File: src/rtl/gha_pkg.sv
`default_nettype none

package gha_pkg;

   localparam int unsigned SLOTS_DEF        = 1024;
   localparam int unsigned GEN_BITS_DEF     = 16;
   localparam int unsigned CONTEXT_BITS_DEF = 8;

   localparam int unsigned CMD_W    = 2;
   localparam int unsigned STATUS_W = 2;

   localparam int unsigned LIMIT_W = 11;
   localparam logic [LIMIT_W-1:0] LIMIT_RESET = 11'd1024;

   localparam int unsigned CSR_ADDR_W = 3;
   localparam int unsigned CSR_DATA_W = 32;
   localparam logic [0:0]  REG_SLOT_LIMIT = 1'b0;

   localparam int unsigned RSP_FIFO_DEPTH = 8;

   typedef enum logic [CMD_W-1:0] {
      CMD_CREATE  = 2'd0,
      CMD_DESTROY = 2'd1,
      CMD_CHECK   = 2'd2
   } cmd_type;

   typedef enum logic [STATUS_W-1:0] {
      STATUS_OK       = 2'd0,
      STATUS_NO_SLOT  = 2'd1,
      STATUS_NULL     = 2'd2,
      STATUS_BAD_SLOT = 2'd3
   } status_type;

endpackage

`default_nettype wire

File: src/rtl/gha_rsp_fifo.sv
`default_nettype none

module gha_rsp_fifo #(
   parameter int unsigned WIDTH = 8,
   parameter int unsigned DEPTH = gha_pkg::RSP_FIFO_DEPTH,
   localparam int unsigned PTR_W = $clog2(DEPTH),
   localparam int unsigned CNT_W = $clog2(DEPTH + 1)
) (
   input  wire logic             clock,
   input  wire logic             reset,
   input  wire logic             push,
   input  wire logic [WIDTH-1:0] push_data,
   input  wire logic             pop,
   output logic                  out_valid,
   output logic      [WIDTH-1:0] out_data
);

   logic [WIDTH-1:0] entry_ff [DEPTH];
   logic [PTR_W-1:0] wr_ptr_ff, wr_ptr_in;
   logic [PTR_W-1:0] rd_ptr_ff, rd_ptr_in;
   logic [CNT_W-1:0] count_ff, count_in;

   always_comb begin
      wr_ptr_in = wr_ptr_ff;
      rd_ptr_in = rd_ptr_ff;
      count_in  = count_ff;
      if (push) begin
         wr_ptr_in = (wr_ptr_ff == PTR_W'(DEPTH - 1)) ? '0 : wr_ptr_ff + PTR_W'(1);
      end
      if (pop) begin
         rd_ptr_in = (rd_ptr_ff == PTR_W'(DEPTH - 1)) ? '0 : rd_ptr_ff + PTR_W'(1);
      end
      case ({push, pop})
         2'b10:   count_in = count_ff + CNT_W'(1);
         2'b01:   count_in = count_ff - CNT_W'(1);
         default: count_in = count_ff;
      endcase
   end

   always_ff @(posedge clock) begin
      if (reset) begin
         wr_ptr_ff <= '0;
         rd_ptr_ff <= '0;
         count_ff  <= '0;
      end else begin
         wr_ptr_ff <= wr_ptr_in;
         rd_ptr_ff <= rd_ptr_in;
         count_ff  <= count_in;
      end
   end

   always_ff @(posedge clock) begin
      if (push) begin
         entry_ff[wr_ptr_ff] <= push_data;
      end
   end

   assign out_valid = (count_ff != '0);
   assign out_data  = entry_ff[rd_ptr_ff];

endmodule

`default_nettype wire

File: config.mk
export PLATFORM = sky130hd
export DESIGN_NAME = gha_rsp_fifo
export DESIGN_NICKNAME = d
export VERILOG_FILES = /design/src/rtl/gha_pkg.sv /design/src/rtl/gha_rsp_fifo.sv
export SDC_FILE = /design/constraint.sdc
export NUM_CORES = 1
export LEC_CHECK = 0
export ABC_AREA = 1
export BUFFER_PORTS_ARGS = -buffer_cell sky130_fd_sc_hd__buf_2
export CAP_MARGIN = 15
export CORE_UTILIZATION = 39
export CTS_CLUSTER_DIAMETER = 150
export DETAILED_ROUTE_END_ITERATION = 6
export GPL_ROUTABILITY_DRIVEN = 0
export SLEW_MARGIN = 10
export SYNTH_ARGS = -nofsm -noshare
export SYNTH_HDL_FRONTEND = slang
export SYNTH_SLANG_ARGS = --single-unit
File: constraint.sdc
create_clock -name clock -period 2 [get_ports clock]
set_clock_uncertainty 0.1 [all_clocks]
set_input_delay 0.1 -clock clock [delete_from_list [all_inputs] [get_ports clock]]
set_output_delay 0.1 -clock clock [all_outputs]
set_load 0.02 [all_outputs]
==> results of run 1 <==
-- sequential cells by signal, indices dropped and copies added, names as in the netlist, named ones only --
| register | cells |
|---|---|
| wr_ptr_ff | 3 |
| count_ff | 4 |
| entry_ff | 64 |
| rd_ptr_ff | 3 |
-- power by group through the flow --
stage	Combinational, mW	Sequential [mW]	Clock [mW]
after CTS	0.403	1.82	1.10
after global placement	0.380	1.85	0
final	0.399	1.82	1.07
after global routing	0.451	1.82	1.16
after floorplan	0.268	1.85	0
after detailed placement	0.387	1.86	0
-- cell families (layout without fill, tap and decap cells) --
kind of cell | after synthesis | count (layout) | synth area share [%]
compound gates | 58 | 58 | 9.543
xor+xnor | 2 | 2 | 0.5522
fa+ha+maj | 7 | 7 | 2.760
buf+inv | 27 | 76 | 4.889
flops | 77 | 77 | 68.77
mux | 8 | 8 | 2.524
simple gates | 89 | 89 | 10.96
-- worst max-delay path: cells and delay by family, from the launching register on --
kind / cells / cell delay (ns)
compound gates: 1 / 0.09
buf+inv: 2 / 0.39
flops: 1 / 0.39
mux: 1 / 0.25
simple gates: 2 / 0.15
-- timing repair --
action | in CTS | in global routing
hold endpoints to repair | 70 | 0
hold buffers | 10 | 0
gates resized for setup | 0 | 1
endpoints found under the setup margin | 0 | 3
-- synthesized netlist by cell type, drive strengths merged --
library cell and instances:
mux2i 8, o22ai 8, nand3 4, ha 7, nor2 45, a211oi 1, buf 8, dfxtp 13
edfxtp 64, inv 18, xnor2 2, nor3 1, nand4 1, o21ai 39, or2 1, a21oi 10
clkbuf 1, nand2 37
-- worst max-delay path by stage --
stage	endpoint	slack, ns	depth (start not counted)
after floorplan	entry_ff[0][0]	0.51	2
after global placement	count_ff[2]	0.43	11
after detailed placement	count_ff[2]	0.37	11
after CTS	out_data[6]	0.08	6
after global routing	out_data[0]	0.02	8
final	out_data[6]	0.18	6
-- metal layers --
| metal | global-route usage [%] | part of all wire (%) | routed length [um] |
|---|---|---|---|
| met1 | 21.76 | 47 | 2915 |
| met2 | 26.37 | 47 | 2913 |
| met3 | 4.892 | 4.9 | 307 |
| met4 | 5.859 | 1.3 | 82 |
| met5 | 0 | 0 | 0 |
-- metrics by stage --
| stage | cells | power (mW) |
|---|---|---|
| 4_1_cts | 419 | 3.323 |
| 3_5_place_dp | 395 | 2.242 |
| 2_1_floorplan | 268 | 2.120 |
| 3_3_place_gp | 395 | 2.234 |
| 6_report | 419 | 3.285 |
| 5_1_grt | 419 | 3.434 |
-- layout make-up --
type	count	area (um2)	share of cell area [%]
Sequential cell	77	2182	59.10
Multi-Input combinational cell	164	835.8	22.64
Timing Repair Buffer	44	309.0	8.370
Clock buffer	11	131.4	3.558
Tap cell	102	127.6	3.456
Inverter	18	67.56	1.830
Clock inverter	3	38.79	1.050
==> flow_summary_export.csv, run 1 <==
group,metric,value,unit
finish,drive_above_1_share,15.14,%
setup_path,worst-r2r-cell-count,3,
grt,aggregate_global_route_resource_usage,16.65,%
die,initial_utilization,40.64,%
place,dp_hpwl,3976,um
finish,final_design_area_no_fill,0.003692,mm2
setup_path,timing.setup.critical_path_class,"reg -> out",
finish,finalNetCount,333,
detailed_routing,drt_wl_total,6220,um
detailed_routing,route.detailed.wl_per_inst,14.84,um
logic_synthesis,synth_top_area_cell,"edfxtp_1",
setup_path,r2r_slack,0.59,ns
die,boundaryPins,21,
setup_path,path_cells,"buf_6, mux2i_1, o22ai_1, nand2_1, nand2_1, buf_2",
detailed_routing,drtIter0Drc,124,
detailed_routing,drt-pass1-iter-count,4,
power_and_ir_drop,ir_drop,0.3684,mV
place,placedInstanceArea,0.003418,mm2
logic_synthesis,synth-seq-area-share,68.77,%
clock_tree,post-cts-setup-buffers,0,
timing,rsz0062_at_grt,"no",
detailed_routing,detail-route-antenna-nets,0,
setup_path,setup.worst_path.end_class,"output port",
grt,grt_overflow,0,
timing,total_neg_setup_slack,0,ns
timing,setup_viol,0,
finish,filler_cell_count,749,
detailed_routing,drc,0,
detailed_routing,viasPerCell,4.902,
logic_synthesis,synth_top_cells_by_area,"edfxtp_1 61%, dfxtp_1 8.2%, nor2_1 5.2%, nand2_1 4.4%, o21ai_0 3.9%",
logic_synthesis,synthesis.yosys.warnings,0,
timing,timing_hold_violations_final,0,
power_and_ir_drop,combinationalPowerShare,12.1,%
power_and_ir_drop,p_sw_share,23.97,%
logic_synthesis,netlist_area,0.003173,mm2
finish,finalCoreUtilization,47.29,%
clock_tree,total_clock_buffers_created_by_cts,9,
power_and_ir_drop,power_switching,0.7874,mW
setup_path,cp_data_arrival_time,1.62,ns
outcome,outcome,"finished clean",
logic_synthesis,synthesis_stage_register_bit_count,77,
timing,max-slew-margin-rel,69.94,%
timing,hold_ws,0.04266,ns
finish,area_growth,16.36,%
place,place_ws,0.3745,ns
detailed_routing,via_count,2054,
setup_path,worstReg2RegEnd,"entry_ff[4][4]",
power_and_ir_drop,power.share.clock,32.5,%
timing,finalCritPeriodShare,91.17,%
setup_path,cp.required,1.80,ns
place,portBuffers,20,
timing,timing.final.crit_period,1.823,ns
min_path,min_delay_path_depth,3,
logic_synthesis,syn-mean-instance-area,11.84,um2
die,floorplan.rows,32,
clock_tree,clkSinkCount,77,
setup_path,cpMostUsedCell,"nand2_1",
power_and_ir_drop,internal-power,2.498,mW
timing,fmaxAchievable,548.4,MHz
die,core-area,0.007807,mm2
logic_synthesis,synthesis.instances,268,
die,design.die.area,0.008501,mm2
timing,fin_worst_setup_slack,0.1766,ns
grt,via_count_of_the_first_global_routing_pass,2066,
setup_path,slowest_delay,0.39,ns
timing,timing_max_transition_violations_final,0,
logic_synthesis,yosys.cell_types.count,23,
logic_synthesis,synth_largest_type_area_fraction,60.57,%
finish,most-common-layout-cells,"64 x edfxtp_1, 44 x nor2_1, 37 x nand2_1, 25 x o21ai_0, 20 x buf_2",
setup_path,critical_path.startpoint_type,"flop",
min_path,min-delay-path-class,"in -> reg",
min_path,min-delay-start,"push",
die,floorplan.die.height,92.20,um
grt,grt_antenna_before_repair,0,
setup_path,critical_path_peak_fanout,22,
power_and_ir_drop,p_per_area,889.8,mW/mm2
die,floorplan.die.width,92.20,um
clock_tree,htree_levels,3,
grt,grt_max_degree,33,
timing,tightest_slew,0.4502,ns
power_and_ir_drop,power.leakage,1.410,nW
min_path,worst_hold_path.endpoint,"wr_ptr_ff[1]",
setup_path,critPathSlowestCell,"dfxtp_1",
clock_tree,clock_insertion_delay_worst_skew,0.34,ns
finish,layout_commonest_cell,"edfxtp_1",
clock_tree,clk_transition_reported_paths,0.07,ns
setup_path,start_of_the_worst_register_to_register_path,"wr_ptr_ff[0]",
logic_synthesis,syn-num-nets,287,
clock_tree,clock-root-buffer,"clkbuf_8",
clock_tree,cts-root-to-sink-buffers,2,
run,maxCapViolations,0,
grt,grt_first_pass_wirelength,10450,um
power_and_ir_drop,p_seq_share,55.4,%
clock_tree,cts_tree,"yes",
finish,n_antenna_cell,0,
Note: power is estimated with default switching activity, not from simulation.
==> run 2: changes to the inputs <==
--- a/config.mk
+++ b/config.mk
@@ -12,6 +12,7 @@
 export CTS_CLUSTER_DIAMETER = 150
 export DETAILED_ROUTE_END_ITERATION = 6
 export GPL_ROUTABILITY_DRIVEN = 0
+export PLACE_DENSITY = 0.58
 export SLEW_MARGIN = 10
 export SYNTH_ARGS = -nofsm -noshare
 export SYNTH_HDL_FRONTEND = slang
==> constraint.sdc (replaced) <==
create_clock -name clock -period 2 [get_ports clock]
set_clock_uncertainty 0.1 [all_clocks]
set_input_delay 0.2 -clock clock [delete_from_list [all_inputs] [get_ports clock]]
set_output_delay 0.2 -clock clock [all_outputs]
set_load 0.02 [all_outputs]
==> run 2 against run 1 <==
  * Sequential power is essentially flat
  * Sequential share of layout area is 0.15 points lower
  * Utilization increased by 0.14 points
  * Critical path depth is 1 higher
==> flow_summary_export.csv, run 2 (same netlist as run 1, synthesis figures left out) <==
group,metric,value,unit
finish,largest-register,"entry_ff",
power_and_ir_drop,power_switching,0.8261,mW
detailed_routing,viasPerCell,4.754,
detailed_routing,detail-route-antenna-nets,0,
power_and_ir_drop,internal-power,2.769,mW
finish,n_antenna_cell,0,
power_and_ir_drop,power.leakage,1.418,nW
timing,max-slew-margin-rel,75.74,%
grt,grt_first_pass_wirelength,9694,um
timing,fmaxAchievable,546.4,MHz
clock_tree,clkSinkCount,77,
timing,timing.final.crit_period,1.830,ns
timing,finalCritPeriodShare,91.51,%
clock_tree,cts_resized,0,
detailed_routing,drtIter0Drc,128,
detailed_routing,via_count,1973,
power_and_ir_drop,power.share.clock,38.4,%
detailed_routing,drt-pass1-iter-count,5,
clock_tree,clock-root-buffer,"clkbuf_8",
clock_tree,clk_transition_reported_paths,0.08,ns
place,portBuffers,20,
setup_path,slowest_delay,0.35,ns
power_and_ir_drop,p_sw_share,22.98,%
timing,setup_viol,0,
grt,grt_max_degree,33,
place,dp_hpwl,3922,um
grt,grt_overflow,0,
setup_path,critPathSlowestCell,"dfxtp_2",
die,initial_utilization,40.64,%
setup_path,critical_path.startpoint_type,"flop",
power_and_ir_drop,ir_drop,0.5411,mV
finish,layout_top_registers,"entry_ff: 64 flops, count_ff: 4 flops",
timing,total_neg_setup_slack,0,ns
die,boundaryPins,21,
setup_path,cp_num_buf_inv,3,
finish,instances_no_fill,415,
setup_path,cp_data_arrival_time,1.53,ns
finish,finalNetCount,327,
detailed_routing,drt_wl_total,6012,um
detailed_routing,drc,0,
outcome,outcome,"finished clean",
finish,most-common-layout-cells,"64 x edfxtp_1, 44 x nor2_1, 37 x nand2_1, 25 x o21ai_0, 20 x buf_2",
clock_tree,cts_tree,"yes",
clock_tree,cts-root-to-sink-buffers,2,
clock_tree,htree_levels,3,
timing,timing_max_transition_violations_final,0,
timing,hold_ws,0.02445,ns
power_and_ir_drop,power.total,3.595,mW
power_and_ir_drop,combinationalPowerShare,11.0,%
setup_path,timing.setup.critical_path_class,"reg -> out",
die,floorplan.rows,32,
die,design.die.area,0.008501,mm2
die,core-area,0.007807,mm2
setup_path,cp.required,1.70,ns
finish,area_growth,16.72,%
detailed_routing,route.detailed.wl_per_inst,14.49,um
timing,timing_hold_violations_final,0,
finish,largest_reg_flops,64,
clock_tree,clock_insertion_delay_worst_skew,0.34,ns
finish,drive_above_1_share,17.89,%
setup_path,top_family_by_delay_on_critical_path,"buffers and inverters",
grt,grt_antenna_before_repair,0,
timing,tightest_slew,0.3635,ns
clock_tree,total_clock_buffers_created_by_cts,9,
finish,layout_commonest_cell,"edfxtp_1",
run,maxCapViolations,0,
power_and_ir_drop,p_seq_share,50.6,%
clock_tree,cts_hold_repair.buffers,0,
power_and_ir_drop,p_per_area,970.7,mW/mm2
setup_path,setup.worst_path.end_class,"output port",
setup_path,critical_path_peak_fanout,9,
setup_path,path_cells,"inv_2, buf_4, nor2_1, o22ai_1, nand2_1, nand2_1, buf_2",
grt,via_count_of_the_first_global_routing_pass,1931,
setup_path,cpMostUsedCell,"nand2_1",
place,total_placed_cells_including_tap_cells,399,
grt,aggregate_global_route_resource_usage,15.77,%
die,floorplan.die.height,92.20,um
finish,filler_cell_count,705,
clock_tree,post-cts-setup-buffers,0,
timing,rsz0062_at_grt,"no",
min_path,min-delay-path-class,"in -> reg",
die,floorplan.die.width,92.20,um
==> run 2: metal layers <==
metal  vias to the layer above  global-route usage [%]  routed length [um]
met5                         -                       0                   0
met4                         0                   8.203                 114
met3                         9                   3.234                 135
met2                        20                   24.94                2838
met1                       926                   20.47                2924
li1                       1018                       -                   -
==> run 2: stage by stage <==
| step | instance area [um2] | worst slack [ns] | util (%) |
|---|---|---|---|
| after CTS | 3699 | 0.1033 | 47.37 |
| after global placement | 3461 | 0.3332 | 44.33 |
| after detailed placement | 3461 | 0.2739 | 44.33 |
| after floorplan | 3173 | 0.5078 | - |
| final | 3704 | 0.1697 | 47.44 |
| after global routing | 3704 | 0.04806 | 47.44 |
==> run 2: power groups by stage <==
stage / combinational (mW) / clock [mW] / sequential (mW)
after floorplan: 0.268 / 0 / 1.85
after global placement: 0.394 / 0 / 1.85
after detailed placement: 0.398 / 0 / 1.86
after CTS: 0.400 / 1.41 / 1.82
after global routing: 0.444 / 1.47 / 1.83
final: 0.395 / 1.38 / 1.82
==> run 2: worst paths after layout <==
path	cells past startpoint	endpoint	start	slack, ns
setup reg to reg	3	entry_ff[0][6]	wr_ptr_ff[0]	0.60
hold / removal	2	wr_ptr_ff[0]	reset	0.02
setup / recovery	7	out_data[5]	flop	0.17
hold reg to reg	1	flop	rd_ptr_ff[0]	0.40
==> run 2: worst reg2reg max path, stage by stage (launching register included) <==
cell and delay (ns):
dfxtp_1 0.35, or2_2 0.34, nor2_1 0.15, buf_4 0.17
==> run 2: layout make-up <==
type                       instances  area, um2  area share, %
timing repair buffer              38      251.5          6.791
tap                              102      127.6          3.446
sequential                        77       2183          58.95
clock buffer                      10      127.6          3.446
inverter                          18      67.56          1.824
clock inverter                     6      110.1          2.973
multi-input combinational        164      835.8          22.57
